==> src/sv/rtnv_pkg.sv <==
// Package for the RGB to NV21 converter: payload structs, dimension limits
// and BT.601 coefficients. No dependencies.
package rtnv_pkg;

    localparam int MAX_DIM       = 4096;
    localparam int DIM_W         = 13;
    localparam int CNT_W         = 12;
    localparam int LUMA_IDX_W    = 24;
    localparam int CHROMA_IDX_W  = 23;
    localparam int PADDR_W       = 3;

    localparam logic [DIM_W-1:0] WIDTH_RESET  = 13'd640;
    localparam logic [DIM_W-1:0] HEIGHT_RESET = 13'd480;
    localparam logic [DIM_W-1:0] DIM_MAX      = DIM_W'(MAX_DIM);

    // register index, taken from paddr[2]
    localparam logic REG_WIDTH  = 1'b0;
    localparam logic REG_HEIGHT = 1'b1;

    // coefficients, 16-bit arithmetic wraps exactly since results fit
    localparam logic [15:0] C_Y_R  = 16'd66;
    localparam logic [15:0] C_Y_G  = 16'd129;
    localparam logic [15:0] C_Y_B  = 16'd25;
    localparam logic [15:0] C_U_R  = 16'd38;
    localparam logic [15:0] C_U_G  = 16'd74;
    localparam logic [15:0] C_UV_M = 16'd112;
    localparam logic [15:0] C_V_G  = 16'd94;
    localparam logic [15:0] C_V_B  = 16'd18;
    localparam logic [15:0] C_RND  = 16'd128;
    localparam logic [15:0] C_BIAS = 16'd32896;   // 128 rounding + 128*256 offset
    localparam logic [7:0]  Y_OFS  = 8'd16;

    typedef struct packed {
        logic [7:0] red;
        logic [7:0] green;
        logic [7:0] blue;
    } t_pixel;

    typedef struct packed {
        logic [7:0]              luma;
        logic [LUMA_IDX_W-1:0]   luma_index;
        logic                    chroma_valid;
        logic [7:0]              chroma;
        logic                    chroma_is_cb;
        logic [CHROMA_IDX_W-1:0] chroma_index;
        logic                    frame_last;
    } t_result;

    // classified pixel handed from front to back
    typedef struct packed {
        t_pixel                  pixel;
        logic [LUMA_IDX_W-1:0]   luma_index;
        logic                    chroma_valid;
        logic                    chroma_is_cb;
        logic [CHROMA_IDX_W-1:0] chroma_index;
        logic                    frame_last;
    } t_task;

    typedef struct packed {
        logic [DIM_W-1:0] width;
        logic [DIM_W-1:0] height;
    } t_dims;

endpackage

==> src/sv/rtnv_front.sv <==
// Front end: tracks frame position and plane offsets, tags each pixel.
// Depends on rtnv_pkg.
module rtnv_front import rtnv_pkg::*; (
    input  logic   i_clk,
    input  logic   i_rst_n,
    input  t_dims  i_dims,
    input  logic   i_accept,
    input  t_pixel i_pixel,
    output t_task  o_task
);

    logic [CNT_W-1:0]        r_col, n_col;
    logic [CNT_W-1:0]        r_row, n_row;
    logic [LUMA_IDX_W-1:0]   r_luma_ptr;
    logic [CHROMA_IDX_W-1:0] r_cr_ptr, r_cb_ptr;
    logic [DIM_W-1:0]        w, h;
    logic                    last_col, last_row, frame_end, cvalid, odd_row;

    function automatic logic [DIM_W-1:0] clamp_dim(input logic [DIM_W-1:0] v);
        if (v == '0) begin
            return DIM_W'(1);
        end else if (v > DIM_MAX) begin
            return DIM_MAX;
        end
        return v;
    endfunction

    always_comb begin
        w         = clamp_dim(i_dims.width);
        h         = clamp_dim(i_dims.height);
        last_col  = ({1'b0, r_col} + DIM_W'(1)) >= w;
        last_row  = ({1'b0, r_row} + DIM_W'(1)) >= h;
        frame_end = last_col && last_row;
        cvalid    = ~r_col[0];
        odd_row   = r_row[0];

        o_task.pixel        = i_pixel;
        o_task.luma_index   = r_luma_ptr;
        o_task.chroma_valid = cvalid;
        o_task.chroma_is_cb = cvalid && odd_row;
        o_task.chroma_index = !cvalid ? '0 : (odd_row ? r_cb_ptr : r_cr_ptr);
        o_task.frame_last   = frame_end;

        if (frame_end) begin
            n_col = '0;
            n_row = '0;
        end else if (last_col) begin
            n_col = '0;
            n_row = r_row + CNT_W'(1);
        end else begin
            n_col = r_col + CNT_W'(1);
            n_row = r_row;
        end
    end

    always_ff @(posedge i_clk) begin
        if (!i_rst_n) begin
            r_col      <= '0;
            r_row      <= '0;
            r_luma_ptr <= '0;
            r_cr_ptr   <= '0;
            r_cb_ptr   <= CHROMA_IDX_W'(1);
        end else if (i_accept) begin
            r_col <= n_col;
            r_row <= n_row;
            if (frame_end) begin
                r_luma_ptr <= '0;
                r_cr_ptr   <= '0;
                r_cb_ptr   <= CHROMA_IDX_W'(1);
            end else begin
                r_luma_ptr <= r_luma_ptr + LUMA_IDX_W'(1);
                if (cvalid && odd_row) begin
                    r_cb_ptr <= r_cb_ptr + CHROMA_IDX_W'(2);
                end
                if (cvalid && !odd_row) begin
                    r_cr_ptr <= r_cr_ptr + CHROMA_IDX_W'(2);
                end
            end
        end
    end

endmodule

==> src/sv/rtnv_queue.sv <==
// Two-entry queue of tagged pixels between front and back.
// Depends on rtnv_pkg.
module rtnv_queue import rtnv_pkg::*; (
    input  logic  i_clk,
    input  logic  i_rst_n,
    input  logic  i_push,
    input  t_task i_task,
    output logic  o_full,
    input  logic  i_pop,
    output t_task o_task,
    output logic  o_empty
);

    t_task      r_mem [2];
    logic       r_wr_ptr, r_rd_ptr;
    logic [1:0] r_count;

    assign o_full  = r_count == 2'd2;
    assign o_empty = r_count == 2'd0;
    assign o_task  = r_mem[r_rd_ptr];

    always_ff @(posedge i_clk) begin
        if (i_push) begin
            r_mem[r_wr_ptr] <= i_task;
        end
    end

    always_ff @(posedge i_clk) begin
        if (!i_rst_n) begin
            r_wr_ptr <= 1'b0;
            r_rd_ptr <= 1'b0;
            r_count  <= '0;
        end else begin
            if (i_push) begin
                r_wr_ptr <= ~r_wr_ptr;
            end
            if (i_pop) begin
                r_rd_ptr <= ~r_rd_ptr;
            end
            r_count <= r_count + {1'b0, i_push} - {1'b0, i_pop};
        end
    end

endmodule

==> src/sv/rtnv_back.sv <==
// Back end: BT.601 color math on queued pixels, two-entry result buffer.
// Depends on rtnv_pkg.
module rtnv_back import rtnv_pkg::*; (
    input  logic    i_clk,
    input  logic    i_rst_n,
    input  logic    i_q_empty,
    input  t_task   i_task,
    output logic    o_q_pop,
    input  logic    i_pop,
    output t_result o_result,
    output logic    o_empty
);

    t_result     r_buf [2];
    logic        r_wr_ptr, r_rd_ptr;
    logic [1:0]  r_count;
    logic        take, give;
    logic [15:0] r16, g16, b16, y_sum, cr_sum, cb_sum;
    t_result     res;

    assign take     = !i_q_empty && (r_count != 2'd2);
    assign give     = i_pop && (r_count != 2'd0);
    assign o_q_pop  = take;
    assign o_empty  = r_count == 2'd0;
    assign o_result = r_buf[r_rd_ptr];

    always_comb begin
        r16    = {8'd0, i_task.pixel.red};
        g16    = {8'd0, i_task.pixel.green};
        b16    = {8'd0, i_task.pixel.blue};
        y_sum  = C_Y_R * r16 + C_Y_G * g16 + C_Y_B * b16 + C_RND;
        cr_sum = C_UV_M * r16 + C_BIAS - C_V_G * g16 - C_V_B * b16;
        cb_sum = C_UV_M * b16 + C_BIAS - C_U_R * r16 - C_U_G * g16;

        res.luma         = y_sum[15:8] + Y_OFS;
        res.luma_index   = i_task.luma_index;
        res.chroma_valid = i_task.chroma_valid;
        res.chroma       = !i_task.chroma_valid ? 8'd0
                         : (i_task.chroma_is_cb ? cb_sum[15:8] : cr_sum[15:8]);
        res.chroma_is_cb = i_task.chroma_is_cb;
        res.chroma_index = i_task.chroma_index;
        res.frame_last   = i_task.frame_last;
    end

    always_ff @(posedge i_clk) begin
        if (take) begin
            r_buf[r_wr_ptr] <= res;
        end
    end

    always_ff @(posedge i_clk) begin
        if (!i_rst_n) begin
            r_wr_ptr <= 1'b0;
            r_rd_ptr <= 1'b0;
            r_count  <= '0;
        end else begin
            if (take) begin
                r_wr_ptr <= ~r_wr_ptr;
            end
            if (give) begin
                r_rd_ptr <= ~r_rd_ptr;
            end
            r_count <= r_count + {1'b0, take} - {1'b0, give};
        end
    end

endmodule

==> src/sv/rgb_to_nv21_converter.sv <==
// Top level of the RGB to NV21 converter: APB registers, front, queue, back.
// Depends on rtnv_pkg, rtnv_front, rtnv_queue, rtnv_back.

// Converts a stream of 8-bit RGB pixels, one per transaction and already in
// frame write order, into BT.601 studio-range NV21 data. Every pixel yields a
// result with its Y byte and luma-plane offset; even columns also carry one
// chroma byte for the interleaved VU plane (Cr from even rows at even
// offsets, Cb from odd rows at odd offsets). Throughput is one pixel per
// clock while full stays low and results are popped: the front end tags a
// pixel in the cycle it is accepted into the queue, and the back end takes
// it from the queue, computes the color math combinationally and registers
// the result into its result buffer, whence it shows on the result ports.
// Two-entry queues sit after the front and after the back, so input pushes
// continue while a result waits to be popped; full rises once both fill.
// frame_width and frame_height (APB offsets 0x0 and 0x4, 13 bits) are
// saturated to 1..4096 on use; write them only while the block is drained.
module rgb_to_nv21_converter import rtnv_pkg::*; (
    input  logic               i_clk,
    input  logic               i_rst_n,
    // pixel input
    input  logic               push,
    output logic               full,
    input  t_pixel             i_pixel,
    // result output
    output logic               empty,
    input  logic               pop,
    output t_result            o_result,
    // APB configuration
    input  logic               psel,
    input  logic               penable,
    input  logic               pwrite,
    input  logic [PADDR_W-1:0] paddr,
    input  logic [31:0]        pwdata,
    output logic [31:0]        prdata,
    output logic               pready
);

    t_dims r_dims;
    t_task front_task, q_task;
    logic  in_accept, q_empty, q_pop;

    // ---- configuration registers ----
    assign pready = 1'b1;

    always_ff @(posedge i_clk) begin
        if (!i_rst_n) begin
            r_dims.width  <= WIDTH_RESET;
            r_dims.height <= HEIGHT_RESET;
        end else if (psel && penable && pwrite && pready) begin
            case (paddr[2])
                REG_WIDTH:  r_dims.width  <= pwdata[DIM_W-1:0];
                REG_HEIGHT: r_dims.height <= pwdata[DIM_W-1:0];
                default:    r_dims        <= r_dims;
            endcase
        end
    end

    always_comb begin
        case (paddr[2])
            REG_WIDTH:  prdata = {{(32-DIM_W){1'b0}}, r_dims.width};
            REG_HEIGHT: prdata = {{(32-DIM_W){1'b0}}, r_dims.height};
            default:    prdata = '0;
        endcase
    end

    // ---- front: position tracking ----
    assign in_accept = push && !full;

    rtnv_front u_front (
        .i_clk    (i_clk),
        .i_rst_n  (i_rst_n),
        .i_dims   (r_dims),
        .i_accept (in_accept),
        .i_pixel  (i_pixel),
        .o_task   (front_task)
    );

    // ---- decoupling queue ----
    rtnv_queue u_queue (
        .i_clk   (i_clk),
        .i_rst_n (i_rst_n),
        .i_push  (in_accept),
        .i_task  (front_task),
        .o_full  (full),
        .i_pop   (q_pop),
        .o_task  (q_task),
        .o_empty (q_empty)
    );

    // ---- back: color math and result buffer ----
    rtnv_back u_back (
        .i_clk     (i_clk),
        .i_rst_n   (i_rst_n),
        .i_q_empty (q_empty),
        .i_task    (q_task),
        .o_q_pop   (q_pop),
        .i_pop     (pop),
        .o_result  (o_result),
        .o_empty   (empty)
    );

`ifndef SYNTH
    // luma stays in studio range
    a_luma_range: assert property (@(posedge i_clk) disable iff (!i_rst_n)
        !empty |-> (o_result.luma >= 8'd16) && (o_result.luma <= 8'd235))
        else $error("luma outside studio range");

    // Cb only with a chroma byte, and Cb at odd offsets
    a_cb_tag: assert property (@(posedge i_clk) disable iff (!i_rst_n)
        (!empty && o_result.chroma_is_cb) |->
            (o_result.chroma_valid && o_result.chroma_index[0]))
        else $error("Cb tag or offset inconsistent");

    // Cr at even offsets
    a_cr_even: assert property (@(posedge i_clk) disable iff (!i_rst_n)
        (!empty && o_result.chroma_valid && !o_result.chroma_is_cb) |->
            !o_result.chroma_index[0])
        else $error("Cr at odd offset");

    // a pushed pixel never reaches the output in the very next cycle
    a_latency: assert property (@(posedge i_clk) disable iff (!i_rst_n)
        ($past(empty) && $past(q_empty) && $past(i_rst_n)) |-> empty)
        else $error("result appeared without queued pixel");
`endif

endmodule
==> config.mk <==
export PLATFORM = sky130hd
export DESIGN_NAME = rgb_to_nv21_converter
export DESIGN_NICKNAME = d
export VERILOG_FILES = /design/src/sv/rtnv_pkg.sv /design/src/sv/rtnv_front.sv /design/src/sv/rtnv_queue.sv /design/src/sv/rtnv_back.sv /design/src/sv/rgb_to_nv21_converter.sv
export SDC_FILE = /design/constraint.sdc
export NUM_CORES = 1
export LEC_CHECK = 0
export ABC_AREA = 1
export BUFFER_PORTS_ARGS = -buffer_cell sky130_fd_sc_hd__buf_4
export CORE_MARGIN = 2
export CORE_UTILIZATION = 52
export DETAILED_ROUTE_END_ITERATION = 16
export PLACE_DENSITY = 0.74
export SYNTH_ARGS = -nofsm -noshare
export SYNTH_HDL_FRONTEND = slang
export SYNTH_HIERARCHICAL = 1
export SYNTH_SLANG_ARGS = --single-unit
==> constraint.sdc <==
create_clock -name i_clk -period 15.95 [get_ports i_clk]
set_clock_uncertainty 0.15 [all_clocks]
set_input_delay 3.19 -clock i_clk [delete_from_list [all_inputs] [get_ports i_clk]]
set_output_delay 3.19 -clock i_clk [all_outputs]
set_load 0.01 [all_outputs]
* Word-level counts from Yosys, hierarchy flattened
Memory sizes are Yosys's and may differ from the RTL's. A register that Yosys moved wholly into a read port is not among the register bits. Index checks and enable logic that the tools add are counted.
Operators by class: multiplexer cells 32, multipliers 9, reduce and logical (&&, ||, !) cells 24, add/sub/neg operators 21, equal/unequal tests 2, order comparisons 4, bitwise operators 6
Operator list (count):
- $mux W23 | 6
- $mux W13 | 6
- $pmux W32 S2 | 1
- $mux W12 | 4
- $add A23 B2 Y23 const B | 2
- $mul A6 B8 Y14 const A | 3
- $add A15 B16 Y16 const B | 2
- $sub A16 B15 Y16 | 2
- $add A12 B1 Y13 const B | 2
- $ge A13 B13 Y1 | 2
- $gt A13 B13 Y1 const B | 2
- $logic_not A13 Y1 | 2
- $mul A5 B8 Y13 const A | 2
- $add A12 B1 Y12 const B | 2
- $add A24 B1 Y24 const B | 1
- $mux W24 | 1
- $mul A3 B8 Y11 const A | 2
- $add A15 B16 Y16 | 1
- $add A16 B13 Y16 | 1
- $add A16 B8 Y16 const B | 1
- $mul A8 B8 Y16 const A | 1
- $mux W8 | 2
- $sub A16 B13 Y16 | 1
- $sub A16 B14 Y16 | 1
- other kinds (13) | 48
Word-level totals: memories 2, bits in registers 128, bits in writable memories 280, word-level logic and storage cells 113, output and inout bits 101, bits of input ports 66
Memory list:
- u_queue.r_mem | words 2, bits a word 74, read ports 1, clocked after Yosys merged registers in 1, write ports 1, line rtnv_queue.sv:14 | t_task r_mem [2];
- u_back.r_buf | words 2, bits a word 66, read ports 1, clocked after Yosys merged registers in 1, write ports 1, line rtnv_back.sv:14 | t_result r_buf [2];

* Longest topological paths before layout
Gate-level depths: netlist of the first run.
word-level depth 8, gate-level depth with buffers 33, mapped depth without buffers 31

* Hierarchy
The synthesis of the first run kept the hierarchy.
Modules (own cells, without submodules):
- rtnv_back | seq. area each 4063.9 um^2, cells each 1332, area each 13178.9 um^2, instances 1
- rtnv_front | seq. area each 1861.8 um^2, cells each 1022, area each 6602.6 um^2, instances 1
- rtnv_queue | seq. area each 4544.4 um^2, cells each 263, area each 5811.8 um^2, instances 1
- rgb_to_nv21_converter | seq. area each 520.5 um^2, cells each 220, area each 1416.4 um^2, instances 1

* Worst setup path before layout of the first run
No wires, ideal clock.
path kind input to register, start input port push, end memory u_queue/r_mem[0][0] (netlist name) (enable), arrival time 6576 ps, path buffers 0, stages 4, library setup time 506 ps, path slack 8718 ps, required time 15294 ps, path through inv_1 -> nor2_1 -> inv_1 -> nor2_1
Between the ends: longest elaborated chain between the ends 3
Ends and longest elaborated chain:
- start: declaration | line rgb_to_nv21_converter.sv:21 | input logic push,
- $logic_and A1 B1 Y1 | line rgb_to_nv21_converter.sv:67 | assign in_accept = push && !full;
- net in_accept | line rgb_to_nv21_converter.sv:40 | logic in_accept, q_empty, q_pop;
- $mux W1 | line rtnv_queue.sv:23 | if (i_push) begin
- $mux W1 (implied by the code) | line rtnv_queue.sv:24 | r_mem[r_wr_ptr] <= i_task;
- end: declaration | line rtnv_queue.sv:14
The timed path passes the listed nets, and every way through them passes these cells.

==> results of run 1 <==
synth_stat cells, types with 2 or more instances:
cell type,number,area (um^2)
o22ai_1,19,119
o21bai_1,6,45.0
a21oi_1,138,691
nor2_2,12,75.1
fa_1,87,1740
buf_1,2,7.51
o311ai_0,2,17.5
nor3b_1,2,15.0
nor2_1,248,931
o21a_1,2,15.0
mux2_2,80,901
buf_2,23,115
nand3_4,2,35.0
a21oi_2,2,17.5
o21ai_0,44,220
xor2_1,69,604
buf_4,55,413
a21o_1,7,52.6
clkbuf_1,15,56.3
o211ai_1,3,22.5
nand4_1,47,294
buf_6,14,158
nand2_2,14,87.6
edfxtp_1,280,8410
conb_1,2,7.51
nor2_4,4,45.0
xnor2_1,32,280
nor3_1,33,165
nor3_2,5,50.1
inv_1,400,1500
nand3_1,164,821
nand3b_1,6,45.0
o21ai_1,7,35.0
nor4_1,8,50.1
nand2_1,513,1930
nand2_4,4,45.0
ha_1,262,3280
mux2_4,60,901
dfxtp_1,129,2580
nand3_2,7,70.1
inv_2,12,45.0
a31oi_1,6,37.5
registers in the layout, indices dropped and copies added, names as in the netlist, named ones only:
| signal | flops |
|---|---|
| u_queue/r_wr_ptr | 1 |
| u_queue/r_rd_ptr | 1 |
| u_front/r_row | 12 |
| u_back/r_wr_ptr | 1 |
| r_dims | 26 |
| u_back/r_count | 2 |
| u_queue/r_count | 2 |
| u_front/r_col | 12 |
| u_queue/r_mem | 148 |
| u_front/r_luma_ptr | 24 |
| u_back/r_buf | 132 |
| u_front/r_cr_ptr | 22 |
| u_back/r_rd_ptr | 1 |
| u_front/r_cb_ptr | 23 |
cells by family after synthesis:
kind of cell,Yosys count,synth area share
DFF,409,0.407
xor gates and xnor gates,101,0.0328
adders and majority gates,349,0.186
AOI/OAI and AO/OA,241,0.0487
muxes,140,0.0667
and+or+nand+nor,1072,0.173
other,2,0.000278
buffers and inverters,523,0.0854
placed cells by master (no fill, tap or decap), drive strengths merged, types with 6 or more instances in the layout:
master / n
o21bai: 6
xnor2: 32
clkinv: 18
nor4: 8
nand4: 47
o21ai: 51
o22ai: 19
nand3: 173
mux2: 140
nor2: 264
edfxtp: 280
a21oi: 140
dfxtp: 129
ha: 262
xor2: 69
fa: 87
buf: 134
a21o: 7
nand2: 531
conb: 20
a31oi: 6
inv: 413
nor3: 39
nand3b: 6
clkbuf: 57
per-stage QoR:
stage / instances / cell area, um^2
after CTS: 3638 / 29500
after global routing: 3638 / 29500
final: 3638 / 29500
after floorplan: 2855 / 27100
after global placement: 3560 / 28200
after detailed placement: 3560 / 28200
critical path: cells and delay by family (launching register included):
| kind | cells | cell delay, ns |
|---|---|---|
| buf+inv | 5 | 1.29 |
| xor+xnor | 1 | 0.16 |
| mux | 1 | 0.44 |
| simple gates | 10 | 0.91 |
| flops | 1 | 0.54 |
| compound gates | 4 | 0.80 |
| fa+ha+maj | 7 | 3.15 |
per-layer routing:
metal	wire length [um]	up-vias	share of wire
li1	-	9531	-
met1	24700	9363	0.41
met2	30400	496	0.50
met3	2660	135	0.044
met4	2490	0	0.041
met5	0	-	0
worst min path at each step:
stage | start | endpoint | slack (ns) | cells past startpoint
after floorplan | u_front/r_cb_ptr[0]$_SDFFE_PN1P_ | u_front/r_cb_ptr[0]$_SDFFE_PN1P_ | 0.27 | 2
after global placement | u_back/r_rd_ptr$_SDFFE_PN0P_ | flop | 0.27 | 1
after detailed placement | u_back/r_rd_ptr$_SDFFE_PN0P_ | flop | 0.30 | 1
after CTS | u_back/r_rd_ptr$_SDFFE_PN0P_ | flop | 0.30 | 1
after global routing | u_back/r_rd_ptr$_SDFFE_PN0P_ | u_back/r_rd_ptr$_SDFFE_PN0P_ | 0.34 | 1
final | u_back/r_rd_ptr$_SDFFE_PN0P_ | flop | 0.31 | 1
area by class of cell:
class	instances	share of cell area
timing repair buffer	134	0.0341
clock inverter	21	0.00521
multi-input combinational	1923	0.468
tap	680	0.0288
inverter	414	0.0528
clock buffer	57	0.0389
sequential	409	0.373
==> metrics.txt, run 1 <==
measured slew at the worst slew-check pin 1.04 ns; # Post-CTS Setup Buffers 0; Tcrit/Tclk final 0.477; DR vias roughly 20000; n_diodes 0; Crit Reg-Reg Endpoint u_back/r_buf[1][30]$_DFFE_PP_; sequential fraction of the synthesis area 0.407; # clock sinks 409; initial antenna violation count 0; final WL about 60 mm; Critical Path Source Type flop; first-pass GRT wire length a little under 100 mm; final hold viol count 0; vias in the first global route just under 20000; asr flop ratio synth 0; area grow syn2layout 9.30%; CTS max path bufs 3; Setup crit end u_back/r_buf[1][30]$_DFFE_PP_; final setup violation count 0; max frequency between 100 and 150 MHz; Final HPWL DP about 44 mm; WL/cell approximately 17 um; Top FF cell, synth edfxtp_1; synth warn 6; Worst Hold Slack 0.307 ns; fin nets approximately 3300; pin count of the biggest net entering global routing 67; row cnt between 80 and 90; Die ar. between 0.05 and 0.06 mm^2; Detail Route Antenna Nets 0; syn avg cell area 9.52 um^2; Yosys reg bits just over 400; Netlist cell types 52; core area around 0.05 mm^2; TritonCTS Buffers 42; grt met2 use 0.398; Worst EP arrival 7.87 ns; Total GRT Usage 0.225; Hold WC Path Type reg -> reg; synthesized cell area ~0.027 mm^2; RSZ-0062 raised after global routing no; Critical Path RT 16.21 ns; met3 usage 0.0279; CP peak stage delay about 0.6 ns; worst setup margin 8.34 ns; Slowest-stage cell, CP buf_4; GRT busiest layer met2; vias per std cell about 5.4; Setup CP Type reg -> reg; total I/O pin count about 170; Port Buffers roughly 130; CP most frequent cell nand2_1; CP endpoint kind flop; Tmin final 7.61 ns; gpl congestion around 0.92; CTS root buf clkbuf_16; post_cts resized 0; layout cells sized above 1 0.138; die height around 230 um; DRC 0; status finished clean; area of the multi-input gates about 0.014 mm^2; Max Slew Vio Count 0; met1 GRT Util 0.273; CTS tree built; CTS H-Tree Depth 2; DIE WIDTH roughly 230 um; Post-CTS Hold Fix Bufs 0; worst-path fanout max 29; max cap viols 0; pre-CTS setup slack 8.39 ns; GRT overflow 0; Worst R2R Path Depth 28; Initial DRC Count roughly 1300; setup TNS 0 ns; Worst-Skew Late Latency 0.58 ns; storage element area roughly 0.011 mm^2; final core occ 0.575; Post-synth EDFFs 280; Fillers 4363; Max-slew headroom 0.307; Worst-path clk slew around 0.060 ns; Initial Utilization 0.526; Post-Syn Instances between 2000 and 3000; Pre-antenna DRT Iters 6; reg-to-reg slack, setup 8.34 ns
Power of run 1 is not shown: default switching activity piles up to over one toggle a cycle in this logic, so the estimate is an artifact.
==> run 2, diff against run 1 <==
--- a/config.mk
+++ b/config.mk
@@ -5,7 +5,7 @@
 export SDC_FILE = /design/constraint.sdc
 export NUM_CORES = 1
 export LEC_CHECK = 0
-export ABC_AREA = 1
+export ABC_AREA = 0
 export BUFFER_PORTS_ARGS = -buffer_cell sky130_fd_sc_hd__buf_4
 export CORE_MARGIN = 2
 export CORE_UTILIZATION = 52
==> constraint.sdc (replaced) <==
create_clock -name i_clk -period 7.25 [get_ports i_clk]
set_clock_uncertainty 0.15 [all_clocks]
set_input_delay 1.45 -clock i_clk [delete_from_list [all_inputs] [get_ports i_clk]]
set_output_delay 1.45 -clock i_clk [all_outputs]
set_load 0.01 [all_outputs]
==> run 2 against run 1 <==
Die area down 5.1%. Worst setup slack worse by 7.9 ns. Register-to-register slack worse by 7.9 ns. Flip-flop and latch count unchanged. Wire length down 12%. Fmax up 12%. Synthesized cell count down 22%. Synthesized area down 5.2%. Clock-buffer cell count down 3. Hold slack worse by 0.016 ns. Non-clock buffer count up 8. Via count down 15%.
==> metrics.txt, run 2 <==
Tcrit/Tclk final 0.940 (+0.462); Port Buffers 125 (unchanged); row cnt 81 (-2.4%); area grow syn2layout 10.4%; Critical Path RT 7.41 ns (-8.80 ns); fin nets 2714 (-19%); Initial Utilization 0.525 (-0.00127); DRC 0 (unchanged); Netlist cell types 93 (+79%); core area 0.0487 mm^2 (-5.0%); CP peak stage delay 0.54 ns (-0.05 ns); DIE WIDTH 226 um (-2.6%); CTS root buf clkbuf_16; DR vias 16600 (-15%); Top reg by flops u_queue/r_mem; Final HPWL DP 37.8 mm (-14%); Total GRT Usage 0.209 (-0.0155); Post-synth EDFFs 280 (unchanged); CP endpoint kind flop; Die ar. 0.0510 mm^2 (-5.1%); final hold viol count 0 (unchanged); CTS H-Tree Depth 2 (unchanged); Post-CTS Hold Fix Bufs 0 (unchanged); Post-synth top cells edfxtp_1 (280), ha_1 (262), inv_1 (224); CP most frequent cell ha_1; synth warn 6 (unchanged); die height 226 um (-2.6%); layout cells sized above 1 0.181 (+0.0429); worst-path fanout max 10 (-66%); max reg flops 148 (unchanged); max cap viols 0 (unchanged); setup TNS 0 ns (unchanged); WL/cell 17.7 um (+6.9%); status finished clean; Worst EP arrival 6.97 ns (-0.90 ns); vias per std cell 5.52 (+2.9%); Top FF cell, synth edfxtp_1; leading area contributor after synthesis edfxtp_1; measured slew at the worst slew-check pin 1.10 ns (+0.0618 ns); Yosys reg bits 409 (unchanged); Regs by FF count u_queue/r_mem: 148 flops, u_back/r_buf: 132 flops, r_dims: 26 flops; syn avg cell area 11.6 um^2 (+22%); final setup violation count 0 (unchanged); Area contributors post-synth edfxtp_1 (33%), ha_1 (13%), dfxtp_1 (10%); gpl congestion 0.870 (-5.2%); Post-Syn Instances 2206 (-22%); initial antenna violation count 1 (+1); commonest non-fill, non-tap cells in the layout edfxtp_1 (280), ha_1 (262), inv_1 (224), nand2_1 (150), buf_4 (140); synthesized cell area 0.0256 mm^2 (-5.2%); Worst-path clk slew 0.06 ns (about the same); Tmin final 6.81 ns (-0.801 ns); # clock sinks 409 (unchanged); commonest non-fill, non-tap cell in the layout edfxtp_1; Worst-Skew Late Latency 0.57 ns (about the same); sequential fraction of the synthesis area 0.429 (+0.0224); Hold WC Path Type reg -> reg; # Post-CTS Setup Buffers 0 (unchanged); Max-slew headroom 0.266 (-0.0412); GRT overflow 0 (unchanged); max frequency 147 MHz (+12%); Max Slew Vio Count 0 (unchanged); critical path, cell by cell buf_12 > mux2_4 > ha_1 > ha_1 > ha_1 > fa_1 > ha_1 > fa_1 > inv_1 > fa_1 > fa_1 > inv_1 > ha_1 > a21o_1 > a211oi_2 > a21oi_1 > or3_4 > nand2_2 > inv_1 > ha_1 > xor2_1 > xnor2_1; final WL 53.1 mm (-12%); total I/O pin count 167 (unchanged); Initial DRC Count 960 (-25%); Slowest-stage cell, CP fa_1; Fillers 3917 (-10%); Pre-antenna DRT Iters 5 (-1); top-count cell post-synth edfxtp_1; post-synth top area share 0.328 (+0.0171); pin count of the biggest net entering global routing 75 (+12%); asr flop ratio synth 0 (unchanged); post_cts resized 0 (unchanged); RSZ-0062 raised after global routing no; TritonCTS Buffers 43 (+2.4%); Setup CP Type reg -> reg; CTS tree built; vias in the first global route 16800 (-14%); Critical Path Source Type flop; Detail Route Antenna Nets 0 (unchanged); first-pass GRT wire length 84.2 mm (-13%); CTS max path bufs 3 (unchanged)
## run 2: cell count changes in the layout (fill, tap and decap cells not counted), sizes merged, moves of 28 or more
cell,change
xnor2,+40
nand3,-118
nor2,-145
inv,-185
nor2b,+41
a21oi,-78
mux2i,+50
nand2,-379
xor2,-28
## run 2: worst paths after layout
kind | startpoint | depth (start not counted) | slack, ns | to
setup / recovery | flop | 22 | 0.44 | u_back/r_buf[1][64]$_DFFE_PP_
hold / removal | u_front/r_cb_ptr[0]$_SDFFE_PN1P_ | 1 | 0.29 | u_front/r_cb_ptr[0]$_SDFFE_PN1P_
setup reg to reg | flop | 22 | 0.44 | u_back/r_buf[1][64]$_DFFE_PP_
hold reg to reg | u_front/r_cb_ptr[0]$_SDFFE_PN1P_ | 1 | 0.29 | u_front/r_cb_ptr[0]$_SDFFE_PN1P_
## run 2: per-layer routing
layer / global-route usage / up-vias / part of all wire
li1: - / 7925 / -
met1: 0.246 / 8175 / 0.40
met2: 0.381 / 332 / 0.51
met3: 0.0311 / 122 / 0.043
met4: 0.0869 / 0 / 0.040
met5: 0 / - / 0
## run 2: per-stage QoR
step | instances | hold slack (ns) | utilization | setup WS [ns] | instance area [um^2]
global placement | 2914 | 0.269 | 0.551 | 0.535 | 26800
detailed placement | 2914 | 0.279 | 0.551 | 0.391 | 26800
floorplan | 2224 | 0.258 | - | 0.804 | 25700
finish | 2997 | 0.291 | 0.580 | 0.438 | 28300
global route | 2996 | 0.336 | 0.580 | 0.163 | 28300
CTS | 2992 | 0.293 | 0.579 | 0.362 | 28200
## run 2: cell type report
cell class	count	area (um^2)	area share
multi-input combinational	1478	13100	0.465
sequential	409	11000	0.389
clock buffer	54	1190	0.0420
timing repair buffer	142	1080	0.0381
inverter	225	845	0.0299
tap	664	831	0.0294
clock inverter	24	194	0.00686
antenna	1	2.50	0.0000885
## run 2: logic make-up after synthesis
group | Yosys count | synth area share
simple gates | 555 | 0.111
xor+xnor | 114 | 0.0395
compound gates | 235 | 0.0666
flops | 409 | 0.429
mux | 205 | 0.0965
buf+inv | 337 | 0.0610
other cells | 2 | 0.000293
fa+ha+maj | 349 | 0.196
## run 2: critical path, delay by kind of cell, from the launching register on
family | cells | cell delay (ns)
XOR/XNOR | 2 | 0.32
multiplexers | 1 | 0.41
flip-flops | 1 | 0.45
buffers and inverters | 4 | 0.37
AO/OA/AOI/OAI | 3 | 0.60
adder cells (fa/ha/maj) | 10 | 3.76
AND/OR/NAND/NOR | 2 | 0.47
Power of run 2 is left out for the same reason.
